**src/hdl/qkr_pkg.sv**
```systemverilog
// ----------------------------------------------------------------------------
// qkr_pkg : shared types and constants for the keyed-removal queue
// Entry layout, status codes, operation codes and memory control bundle.
// ----------------------------------------------------------------------------
package qkr_pkg;

   localparam int QUEUE_DEPTH_DEF = 16;
   localparam int ID_W            = 16;
   localparam int VAL_W           = 32;
   localparam int STATUS_W        = 3;
   localparam int OCC_W           = 5;
   localparam int REQ_DATA_W      = ID_W + VAL_W;        // 48, whole bytes
   localparam int RSP_DATA_W      = 40;                  // 5 + 32 padded to bytes

   // operation codes carried on req_tuser
   localparam logic FUNC_INSERT = 1'b0;
   localparam logic FUNC_REMOVE = 1'b1;

   typedef enum logic [STATUS_W-1:0] {
      ST_INSERTED  = 3'd0,
      ST_REMOVED   = 3'd1,
      ST_NOT_FOUND = 3'd2,
      ST_EMPTY     = 3'd3,
      ST_FULL      = 3'd4
   } status_type;

   typedef struct packed {
      logic [VAL_W-1:0] value;
      logic [ID_W-1:0]  id;
   } entry_type;

   typedef struct packed {
      logic wr_en;
      logic rd_en;
   } mem_ctl_type;

endpackage

```
**src/hdl/qkr_mem.sv**
```systemverilog
// ----------------------------------------------------------------------------
// qkr_mem : entry store of the keyed-removal queue
// One write port, one read port, read data registered.
// ----------------------------------------------------------------------------
module qkr_mem
   import qkr_pkg::*;
#(
   parameter int QUEUE_DEPTH = QUEUE_DEPTH_DEF,
   parameter int AW          = $clog2(QUEUE_DEPTH)
) (
   input  logic          clock,
   input  mem_ctl_type   ctl,
   input  logic [AW-1:0] wr_addr,
   input  entry_type     wr_data,
   input  logic [AW-1:0] rd_addr,
   output entry_type     rd_data
);

   entry_type store_mem [QUEUE_DEPTH];
   entry_type rd_data_ff;

   always_ff @(posedge clock) begin
      if (ctl.wr_en) begin
         store_mem[wr_addr] <= wr_data;
      end
   end

   always_ff @(posedge clock) begin
      if (ctl.rd_en) begin
         rd_data_ff <= store_mem[rd_addr];
      end
   end

   assign rd_data = rd_data_ff;

endmodule

```
**src/hdl/fifo_queue_with_keyed_removal.sv**
```systemverilog
// ----------------------------------------------------------------------------
// fifo_queue_with_keyed_removal : ordered queue with removal by identifier
// Sequence: an insert, full or empty transaction goes from S_IDLE to S_RESP,
//   which loads the response register; a remove scans the held entries in
//   S_SEARCH, moves any entries behind the hit down in S_SHIFT, then S_RESP.
// Transactions: one at a time; the next request is taken only once the
//   previous transaction has loaded its response, which waits while an
//   earlier response is still not taken. The scan and the move go one
//   entry per cycle through the memory's read and write ports.
// Reset: synchronous, active high; empties the queue and drops any pending
//   response. Memory contents are not cleared, as only held entries are read.
// ----------------------------------------------------------------------------
module fifo_queue_with_keyed_removal
   import qkr_pkg::*;
#(
   parameter int QUEUE_DEPTH = QUEUE_DEPTH_DEF
) (
   input  logic                  clock,
   input  logic                  reset,
   // request channel
   input  logic                  req_tvalid,
   output logic                  req_tready,
   input  logic [REQ_DATA_W-1:0] req_tdata,   // [15:0] entry_id, [47:16] entry_value
   input  logic                  req_tuser,   // [0] func
   // response channel
   output logic                  rsp_tvalid,
   input  logic                  rsp_tready,
   output logic [RSP_DATA_W-1:0] rsp_tdata,   // [4:0] occupancy, [36:5] removed_value,
                                              // [39:37] zero
   output logic [STATUS_W-1:0]   rsp_tuser    // [2:0] status
);

   localparam int AW  = $clog2(QUEUE_DEPTH);
   localparam int CW  = $clog2(QUEUE_DEPTH + 1);   // holds 0..QUEUE_DEPTH
   localparam int CW1 = CW + 1;                    // headroom for look-ahead sums

   typedef enum logic [3:0] {
      S_IDLE   = 4'b0001,
      S_SEARCH = 4'b0010,
      S_SHIFT  = 4'b0100,
      S_RESP   = 4'b1000
   } state_type;

   state_type        state_ff, state_in;
   logic [CW-1:0]    count_ff, count_in;
   logic [CW-1:0]    pos_ff, pos_in;          // scan position, then shift write pointer
   logic [ID_W-1:0]  key_ff, key_in;
   status_type       res_status_ff, res_status_in;
   logic [VAL_W-1:0] res_value_ff, res_value_in;

   logic             rsp_valid_ff, rsp_valid_in;
   status_type       rsp_status_ff, rsp_status_in;
   logic [OCC_W-1:0] rsp_occ_ff, rsp_occ_in;
   logic [VAL_W-1:0] rsp_value_ff, rsp_value_in;

   mem_ctl_type      mem_ctl;
   logic [AW-1:0]    mem_wr_addr, mem_rd_addr;
   entry_type        mem_wr_data, mem_rd_data;

   logic             req_accept;
   logic             rsp_load;
   logic             key_hit;
   logic [CW1-1:0]   pos_plus1, pos_plus2, count_wide;

   entry_type        req_entry;

   assign req_entry  = req_tdata;
   assign req_tready = (state_ff == S_IDLE);
   assign req_accept = req_tvalid & req_tready;

   assign count_wide = {1'b0, count_ff};
   assign pos_plus1  = {1'b0, pos_ff} + CW1'(1);
   assign pos_plus2  = {1'b0, pos_ff} + CW1'(2);
   assign key_hit    = (mem_rd_data.id == key_ff);

   // the response slot is free when empty or being drained this cycle
   assign rsp_load = (state_ff == S_RESP) & (~rsp_valid_ff | rsp_tready);

   // ---------------------------------------------------------------------
   // Sequencer: scan the memory from the head, then move the tail down.
   // Reads run two entries ahead of writes during the shift, so a read and a
   // write never meet at the same address; a new transaction is only taken
   // once the previous one has finished with the memory.
   // ---------------------------------------------------------------------
   always_comb begin
      state_in      = state_ff;
      count_in      = count_ff;
      pos_in        = pos_ff;
      key_in        = key_ff;
      res_status_in = res_status_ff;
      res_value_in  = res_value_ff;

      mem_ctl       = '0;
      mem_wr_addr   = AW'(count_ff);
      mem_wr_data   = req_entry;
      mem_rd_addr   = AW'(pos_plus1);

      case (state_ff)
         S_IDLE: begin
            if (req_accept) begin
               key_in       = req_entry.id;
               res_value_in = '0;
               case (req_tuser)
                  FUNC_INSERT: begin
                     state_in = S_RESP;
                     if (count_ff >= CW'(QUEUE_DEPTH)) begin
                        res_status_in = ST_FULL;
                     end else begin
                        // append at the tail
                        mem_ctl.wr_en = 1'b1;
                        count_in      = count_ff + CW'(1);
                        res_status_in = ST_INSERTED;
                     end
                  end
                  FUNC_REMOVE: begin
                     if (count_ff == '0) begin
                        res_status_in = ST_EMPTY;
                        state_in      = S_RESP;
                     end else begin
                        // fetch the head entry
                        mem_ctl.rd_en = 1'b1;
                        mem_rd_addr   = '0;
                        pos_in        = '0;
                        state_in      = S_SEARCH;
                     end
                  end
                  default: begin
                     state_in = S_IDLE;
                  end
               endcase
            end
         end

         S_SEARCH: begin
            // read data belongs to pos_ff; prefetch the next entry
            mem_ctl.rd_en = 1'b1;
            if (key_hit) begin
               res_status_in = ST_REMOVED;
               res_value_in  = mem_rd_data.value;
               if (pos_plus1 < count_wide) begin
                  state_in = S_SHIFT;
               end else begin
                  count_in = count_ff - CW'(1);
                  state_in = S_RESP;
               end
            end else if (pos_plus1 < count_wide) begin
               pos_in = CW'(pos_plus1);
            end else begin
               res_status_in = ST_NOT_FOUND;
               res_value_in  = '0;
               state_in      = S_RESP;
            end
         end

         S_SHIFT: begin
            // move entry pos_ff + 1 into pos_ff, prefetch pos_ff + 2
            mem_ctl.wr_en = 1'b1;
            mem_wr_addr   = AW'(pos_ff);
            mem_wr_data   = mem_rd_data;
            mem_ctl.rd_en = 1'b1;
            mem_rd_addr   = AW'(pos_plus2);
            pos_in        = CW'(pos_plus1);
            if (pos_plus2 >= count_wide) begin
               count_in = count_ff - CW'(1);
               state_in = S_RESP;
            end
         end

         S_RESP: begin
            if (rsp_load) begin
               state_in = S_IDLE;
            end
         end

         default: begin
            state_in = S_IDLE;
         end
      endcase
   end

   // response register: hold until taken, refill from the result registers
   always_comb begin
      rsp_valid_in  = rsp_valid_ff & ~rsp_tready;
      rsp_status_in = rsp_status_ff;
      rsp_occ_in    = rsp_occ_ff;
      rsp_value_in  = rsp_value_ff;
      if (rsp_load) begin
         rsp_valid_in  = 1'b1;
         rsp_status_in = res_status_ff;
         rsp_occ_in    = OCC_W'(count_ff);
         rsp_value_in  = res_value_ff;
      end
   end

   always_ff @(posedge clock) begin
      if (reset) begin
         state_ff     <= S_IDLE;
         count_ff     <= '0;
         rsp_valid_ff <= 1'b0;
      end else begin
         state_ff     <= state_in;
         count_ff     <= count_in;
         rsp_valid_ff <= rsp_valid_in;
      end
   end

   always_ff @(posedge clock) begin
      pos_ff        <= pos_in;
      key_ff        <= key_in;
      res_status_ff <= res_status_in;
      res_value_ff  <= res_value_in;
      rsp_status_ff <= rsp_status_in;
      rsp_occ_ff    <= rsp_occ_in;
      rsp_value_ff  <= rsp_value_in;
   end

   qkr_mem #(
      .QUEUE_DEPTH (QUEUE_DEPTH),
      .AW          (AW)
   ) u_mem (
      .clock   (clock),
      .ctl     (mem_ctl),
      .wr_addr (mem_wr_addr),
      .wr_data (mem_wr_data),
      .rd_addr (mem_rd_addr),
      .rd_data (mem_rd_data)
   );

   assign rsp_tvalid = rsp_valid_ff;
   assign rsp_tuser  = rsp_status_ff;
   assign rsp_tdata  = {(RSP_DATA_W - VAL_W - OCC_W)'(0), rsp_value_ff, rsp_occ_ff};

`ifndef SYNTHESIS
   a_count_bound: assert property (@(posedge clock) disable iff (reset)
      count_ff <= CW'(QUEUE_DEPTH))
      else $error("entry count beyond queue depth");

   a_scan_in_range: assert property (@(posedge clock) disable iff (reset)
      state_ff == S_SEARCH |-> pos_ff < count_ff)
      else $error("scan position outside held entries");

   a_shift_in_range: assert property (@(posedge clock) disable iff (reset)
      state_ff == S_SHIFT |-> pos_plus1 < count_wide)
      else $error("shift source outside held entries");

   a_value_zero: assert property (@(posedge clock) disable iff (reset)
      rsp_valid_ff && rsp_status_ff != ST_REMOVED |-> rsp_value_ff == '0)
      else $error("removed value set on a non-removal response");

   a_count_step: assert property (@(posedge clock) disable iff (reset)
      state_ff == S_IDLE && !req_accept |=> $stable(count_ff))
      else $error("entry count moved without a transaction");
`endif

endmodule
```
**config.mk**
```make
export PLATFORM = sky130hd
export DESIGN_NAME = fifo_queue_with_keyed_removal
export DESIGN_NICKNAME = d
export VERILOG_FILES = /design/src/hdl/qkr_pkg.sv /design/src/hdl/qkr_mem.sv /design/src/hdl/fifo_queue_with_keyed_removal.sv
export SDC_FILE = /design/constraint.sdc
export NUM_CORES = 1
export LEC_CHECK = 0
export BUFFER_PORTS_ARGS = -buffer_cell sky130_fd_sc_hd__buf_2
export CORE_ASPECT_RATIO = 0.6
export CORE_MARGIN = 3
export CORE_UTILIZATION = 66
export DETAILED_ROUTE_END_ITERATION = 8
export PLACE_DENSITY = 0.94
export SLEW_MARGIN = 20
export SYNTH_ARGS = -nofsm -noshare
export SYNTH_HDL_FRONTEND = slang
export SYNTH_HIERARCHICAL = 1
export SYNTH_SLANG_ARGS = --single-unit
```
**constraint.sdc**
```tcl
create_clock -name clock -period 10.75 [get_ports clock]
set_clock_uncertainty 0.05 [all_clocks]
set_input_delay 1.6125 -clock clock [delete_from_list [all_inputs] [get_ports clock]]
set_output_delay 1.6125 -clock clock [all_outputs]
set_load 0.02 [all_outputs]
```
==> results_dict.tcl, run 1 <==
set metrics [dict create \
    status "finished, final reports clean" \
    netlist.top_cell.by_area "edfxtp_1" \
    synth_area_mm2 0.03526 \
    first_global_vias 19731 \
    clock_latency_ns 0.63 \
    die_y_um 185.0 \
    p_sw_frac 0.2228 \
    p_seq_frac 0.534 \
    antenna_found_initial 2 \
    root_buffer "clkbuf_16" \
    cts_sinks 922 \
    ys_seq_area_frac 0.7823 \
    maxCapViolations 0 \
    worstSetupPathType "input port to flip-flop" \
    yosysMostFrequentCell "edfxtp_1" \
    htreeDepth 3 \
    ys_types 53 \
    drtPass1Iterations 6 \
    cts_setup_buffers 0 \
    ys_warn_count 6 \
    area_growth_pct 11.55 \
    power_leakage_nw 12.95 \
    synth_area_leaders "edfxtp_1 78%, mux4_2 12%, nand2_1 2.2%" \
    drc_errors 0 \
    setup.worst_path.start_class "input port" \
    grt-ovfl-total 0 \
    final.setup.tns_ns 0 \
    row_count 64 \
    worstMarginPinSlew_ns 1.110 \
    p_per_area_mw_per_mm2 194.4 \
    holdCritPathClass "flip-flop to flip-flop" \
    finalSetupViolCount 0 \
    cp.required_ns 11.05 \
    via_per_inst 7.348 \
    critPathArrivalTime_ns 5.57 \
    slew_violations 0 \
    cp_slowest_stage_delay_ns 0.76 \
    die_area_mm2 0.05633 \
    portBuffers 94 \
    coreArea_mm2 0.05189 \
    fin_crit_sh 0.4907 \
    grt_max_degree 116 \
    syn_area_per_cell_um2 20.66 \
    finalHoldViolCount 0 \
    worstSetupEndpointType "flip-flop" \
    crit_chain "buf_2 > nand2_1 > inv_1 > nand2b_1 > nand3_1 > nand2_4 > buf_12 > mux4_2 > a22oi_1 > nand2_1" \
    vdd_drop_max_uv 157.7 \
    rsz0062_at_grt "no" \
    grtUsageTotal 0.3400 \
    nets 1899 \
    grt_pass1_wl_um 135400 \
    layout-drive-gt1-share 0.2548 \
    synth_edf_count 912 \
    crit_path_top_delay_cell "buf_12" \
    clock.fmax_mhz 189.6 \
    synthCells 1707 \
    wl_per_cell_um 36.32 \
    synth.top_cell.area_share 0.7767 \
    cp_common_cell "nand2_1" \
    path_buf_inv 3 \
    synthArstFlopShare 0 \
    synth-seq-cells 922 \
    start_util 0.6795 \
    cts_buffers 78 \
    cts_hold_buffers 0 \
    clkPwrFrac 0.392 \
    clockBufferDepth 3 \
    place.gp.congestion 0.8370 \
    place_hpwl_um 45370 \
    internal_power_w 0.005945 \
    cp_max_fo 115 \
    ctsResizeCount 0 \
    ys.flop_type "edfxtp_1" \
    fin_util 0.7581 \
    finalWirelength_um 93910 \
    path_delay_family "simple AND/OR/NAND/NOR gates" \
    p_comb_frac 0.073 \
    fp.dieW_um 304.4 \
    clkTransAtPathRegs_ns 0.07 \
    drt-initial-drc-count 2970 \
    synthTopCellsByCount "912 x edfxtp_1, 203 x nand2_1, 192 x mux4_2" \
    finalCriticalPeriod_ns 5.275 \
    ioPinCount 98 \
    dr_total_vias 19003 \
    cts_tree "done" \
    p_sw_w 0.001704 \
    fill_cells 2563 \
    postRouteAntennaNets 0 \
    slew_headroom 0.2523 \
]
[worst paths after layout]
path	from	to	slack (ns)	depth (start not counted)
min	res_value_ff[8]$_SDFFCE_PN0P_	rsp_value_ff[8]$_DFFE_PP_	0.37	0
max reg2reg	state_ff[2]$_SDFFE_PP0P_	u_mem/store_mem[6][24]$_DFFE_PP_	5.50	6
max	req_tvalid	u_mem/rd_data[27]$_DFFE_PP_	5.48	10
min reg2reg	res_value_ff[8]$_SDFFCE_PN0P_	rsp_value_ff[8]$_DFFE_PP_	0.37	0
[cells by family after synthesis]
| group | share of synthesized area |
|---|---|
| flip-flops | 0.7823 |
| AO/OA/AOI/OAI | 0.02849 |
| XOR/XNOR | 0.006210 |
| buffers and inverters | 0.01363 |
| multiplexers | 0.1226 |
| other | 0.0001063 |
| adder cells (fa/ha/maj) | 0.005890 |
| AND/OR/NAND/NOR | 0.04070 |
[per-stage QoR]
stage	worst slack [ns]	instances	hold WS (ns)	power [W]	area, um2
4_1_cts	5.444	2584	0.3701	0.007660	39310
2_1_floorplan	4.349	1709	0.3503	0.004513	35270
3_3_place_gp	5.119	2442	0.3508	0.004655	36640
5_1_grt	5.252	2586	0.3734	0.007823	39340
3_5_place_dp	4.921	2442	0.3545	0.004694	36640
6_report	5.475	2586	0.3681	0.007649	39340
[placed cells by master (no fill, tap or decap), types with 5 or more instances in the layout]
| cell | count |
|---|---|
| bufinv_16 | 13 |
| clkbuf_1 | 9 |
| a21o_1 | 5 |
| a21oi_1 | 13 |
| mux4_2 | 192 |
| nand2b_1 | 5 |
| dfxtp_1 | 10 |
| nor2_1 | 11 |
| clkinv_2 | 16 |
| o21ai_0 | 9 |
| ha_1 | 15 |
| buf_2 | 94 |
| inv_1 | 10 |
| clkinv_1 | 14 |
| nor2_4 | 13 |
| nand2_1 | 201 |
| nand3_1 | 8 |
| edfxtp_1 | 912 |
| clkbuf_16 | 81 |
| buf_4 | 32 |
| xnor2_1 | 7 |
| and3_1 | 34 |
| a22oi_1 | 96 |
| xor2_1 | 18 |
| clkinvlp_4 | 5 |
[power by group through the flow]
| stage | clock (W) | sequential [W] | combinational (W) |
|---|---|---|---|
| finish | 0.00300 | 0.00409 | 0.000562 |
| global route | 0.00314 | 0.00409 | 0.000588 |
| CTS | 0.00302 | 0.00409 | 0.000552 |
| detailed placement | 0 | 0.00416 | 0.000534 |
| global placement | 0 | 0.00415 | 0.000501 |
| floorplan | 0 | 0.00416 | 0.000352 |
[registers in the layout, summed over array words and instances, names as in the netlist]
register,count
res_status_ff,3
rsp_tvalid,1
pos_ff,5
key_ff,16
u_mem/store_mem,768
count_ff,5
rsp_occ_ff,5
state_ff,4
res_value_ff,32
rsp_value_ff,32
u_mem/rd_data,48
rsp_tuser,3
[worst register-to-register path: cells and delay by family, from the launching register on]
family | cells | cell delay (ns)
compound gates | 1 | 0.60
simple gates | 3 | 2.12
flops | 1 | 0.52
buf+inv | 2 | 1.53
[metal layers]
metal  vias up  track usage  share of wire
met2      1843       0.5346           0.48
met3       392      0.09006           0.13
li1       7201            -              -
met4         0       0.1781          0.055
met1      9567       0.4503           0.33
met5         -            0              0
[cell type report]
| class | instances | area, um2 | share of cell area |
|---|---|---|---|
| sequential | 922 | 27590 | 0.7013 |
| multi-input combinational | 688 | 7396 | 0.1880 |
| clock buffer | 90 | 2061 | 0.05239 |
| tap | 693 | 867.1 | 0.02204 |
| timing repair buffer | 129 | 762.0 | 0.01937 |
| clock inverter | 52 | 606.8 | 0.01543 |
| inverter | 11 | 53.80 | 0.001368 |
| antenna | 1 | 2.502 | 0.00006362 |
(Power assumes the default switching activity.)
==> run 2, diff against run 1 <==
Settings changed: CORE_UTILIZATION 66 to 62, PLACE_DENSITY 0.94 to 0.89.
Clock period 10.75 ns to 5.25 ns, I/O delays scaled along.
==> results_dict.tcl, run 2 (synthesized netlist as in run 1, its figures left out) <==
set metrics [dict create \
    clkPwrFrac 0.377 \
    place_hpwl_um 44080 \
    finalSetupViolCount 0 \
    clock.fmax_mhz 220.8 \
    final.setup.tns_ns 0 \
    rsz0062_at_grt "no" \
    worstMarginPinSlew_ns 1.114 \
    setup_ws_ns 0.7213 \
    drtPass1Iterations 5 \
    htreeDepth 3 \
    fp.dieW_um 313.9 \
    start_util 0.6297 \
    crit_chain "nor4b_4 > nand2_1 > inv_1 > nand2b_1 > nand3_1 > nand2_4 > buf_4 > mux4_2 > a22oi_1 > nand2_1" \
    cp_slowest_stage_delay_ns 0.66 \
    nets 1912 \
    portBuffers 94 \
    cp-startpoint "state_ff[0]$_SDFFE_PP1P_" \
    cp.required_ns 5.57 \
    grtUsageTotal 0.3038 \
    layout_commonest_cell "edfxtp_1" \
    fin_util 0.7063 \
    antenna_found_initial 2 \
    cts_buffers 77 \
    place.gp.congestion 0.8431 \
    clkTransAtPathRegs_ns 0.07 \
    die_area_mm2 0.05986 \
    cts_hold_buffers 0 \
    final_cells 2661 \
    maxCapViolations 0 \
    regArea_mm2 0.02759 \
    layout-drive-gt1-share 0.2539 \
    area_growth_pct 12.16 \
    p_sw_frac 0.2250 \
    vdd_drop_max_uv 305.5 \
    status "finished, final reports clean" \
    slew_headroom 0.2575 \
    row_count 67 \
    p_sw_w 0.003448 \
    fin_crit_sh 0.8626 \
    internal_power_w 0.01187 \
    worstSetupPathType "flip-flop to flip-flop" \
    wl_per_cell_um 33.47 \
    cp_common_cell "nand2_1" \
    cts_setup_buffers 0 \
    grt_pass1_wl_um 129000 \
    die_y_um 190.7 \
    finalWirelength_um 89060 \
    final_cell_mix "912 x edfxtp_1, 201 x nand2_1, 192 x mux4_2" \
    grt-ovfl-total 0 \
    drc_errors 0 \
    largest_reg_flops 768 \
    reg2reg_from "state_ff[0]$_SDFFE_PP1P_" \
    slew_violations 0 \
    cts_sinks 922 \
    power_leakage_nw 12.96 \
    root_buffer "clkbuf_16" \
    min_from "req_tdata[2]" \
    via_per_inst 7.002 \
    p_per_area_mw_per_mm2 387.4 \
    finalCriticalPeriod_ns 4.529 \
    crit_path_top_delay_cell "inv_1" \
    p_seq_frac 0.546 \
    top_register "u_mem/store_mem" \
    fill_cells 3178 \
    drt-initial-drc-count 3114 \
    cp_max_fo 33 \
    critPathArrivalTime_ns 4.85 \
    multi_input_area_mm2 0.007421 \
    r2r_slack_ns 0.72 \
    dr_total_vias 18632 \
    holdCritPathClass "input port to flip-flop" \
    dp.cells 2521 \
    grt_max_degree 73 \
    cts_tree "done" \
    worstSetupEndpointType "flip-flop" \
    place_ws_ns 0.8255 \
    ioPinCount 98 \
    postRouteAntennaNets 0 \
    setup.worst_path.start_class "flip-flop" \
    clockBufferDepth 3 \
    antenna_cells 0 \
    ctsResizeCount 0 \
    whs_ns 0.3296 \
    finalHoldViolCount 0 \
    p_comb_frac 0.077 \
    clock_latency_ns 0.63 \
    coreArea_mm2 0.05600 \
    first_global_vias 19002 \
]
[run 2: cell count changes in the layout (fill, tap and decap cells not counted), sizes merged]
| cell | delta |
|---|---|
| buf | +14 |
| bufinv | -6 |
| clkbuf | +6 |
| clkinv | -3 |
| clkinvlp | -2 |
| diode | -1 |
| inv | +1 |
[run 2: worst paths after layout]
kind | end | cells after the start
setup reg to reg | u_mem/rd_data[13]$_DFFE_PP_ | 10
hold reg to reg | rsp_value_ff[5]$_DFFE_PP_ | 0
setup / recovery | u_mem/rd_data[13]$_DFFE_PP_ | 10
hold / removal | key_ff[2]$_DFFE_PP_ | 1
[run 2: power groups by stage]
| stage | sequential [W] | combinational, W | clock, W |
|---|---|---|---|
| finish | 0.00836 | 0.00118 | 0.00578 |
| global route | 0.00837 | 0.00125 | 0.00611 |
| CTS | 0.00836 | 0.00116 | 0.00583 |
| detailed placement | 0.00852 | 0.00113 | 0 |
| global placement | 0.00851 | 0.00107 | 0 |
| floorplan | 0.00852 | 0.000723 | 0 |
[run 2: metal layers]
| metal | track usage | part of all wire | up-vias |
|---|---|---|---|
| met1 | 0.4233 | 0.35 | 9491 |
| met2 | 0.4778 | 0.48 | 1673 |
| met4 | 0.09719 | 0.031 | 2 |
| met5 | 0 | 0.00015 | - |
| li1 | - | - | 7235 |
| met3 | 0.08439 | 0.13 | 231 |
[run 2: final cells by class]
cell class / count / area share
flip-flops and latches: 922 / 0.6975
clock buffers: 96 / 0.05160
clock inverters: 42 / 0.01123
repair buffers: 143 / 0.02664
multi-input cells: 688 / 0.1876
inverters: 11 / 0.001360
well taps: 759 / 0.02401
[run 2: worst max-delay path: cells and delay by family, from the launching register on]
| kind | cells | cell delay (ns) |
|---|---|---|
| compound gates | 1 | 0.29 |
| buf+inv | 2 | 1.07 |
| flops | 1 | 0.50 |
| simple gates | 6 | 1.84 |
| mux | 1 | 0.49 |
[run 2: metrics by stage]
| step | power [W] | instance area (um2) |
|---|---|---|
| floorplan | 0.009239 | 35290 |
| global placement | 0.009582 | 37010 |
| detailed placement | 0.009647 | 37010 |
| CTS | 0.01535 | 39490 |
| global route | 0.01572 | 39550 |
| finish | 0.01532 | 39550 |
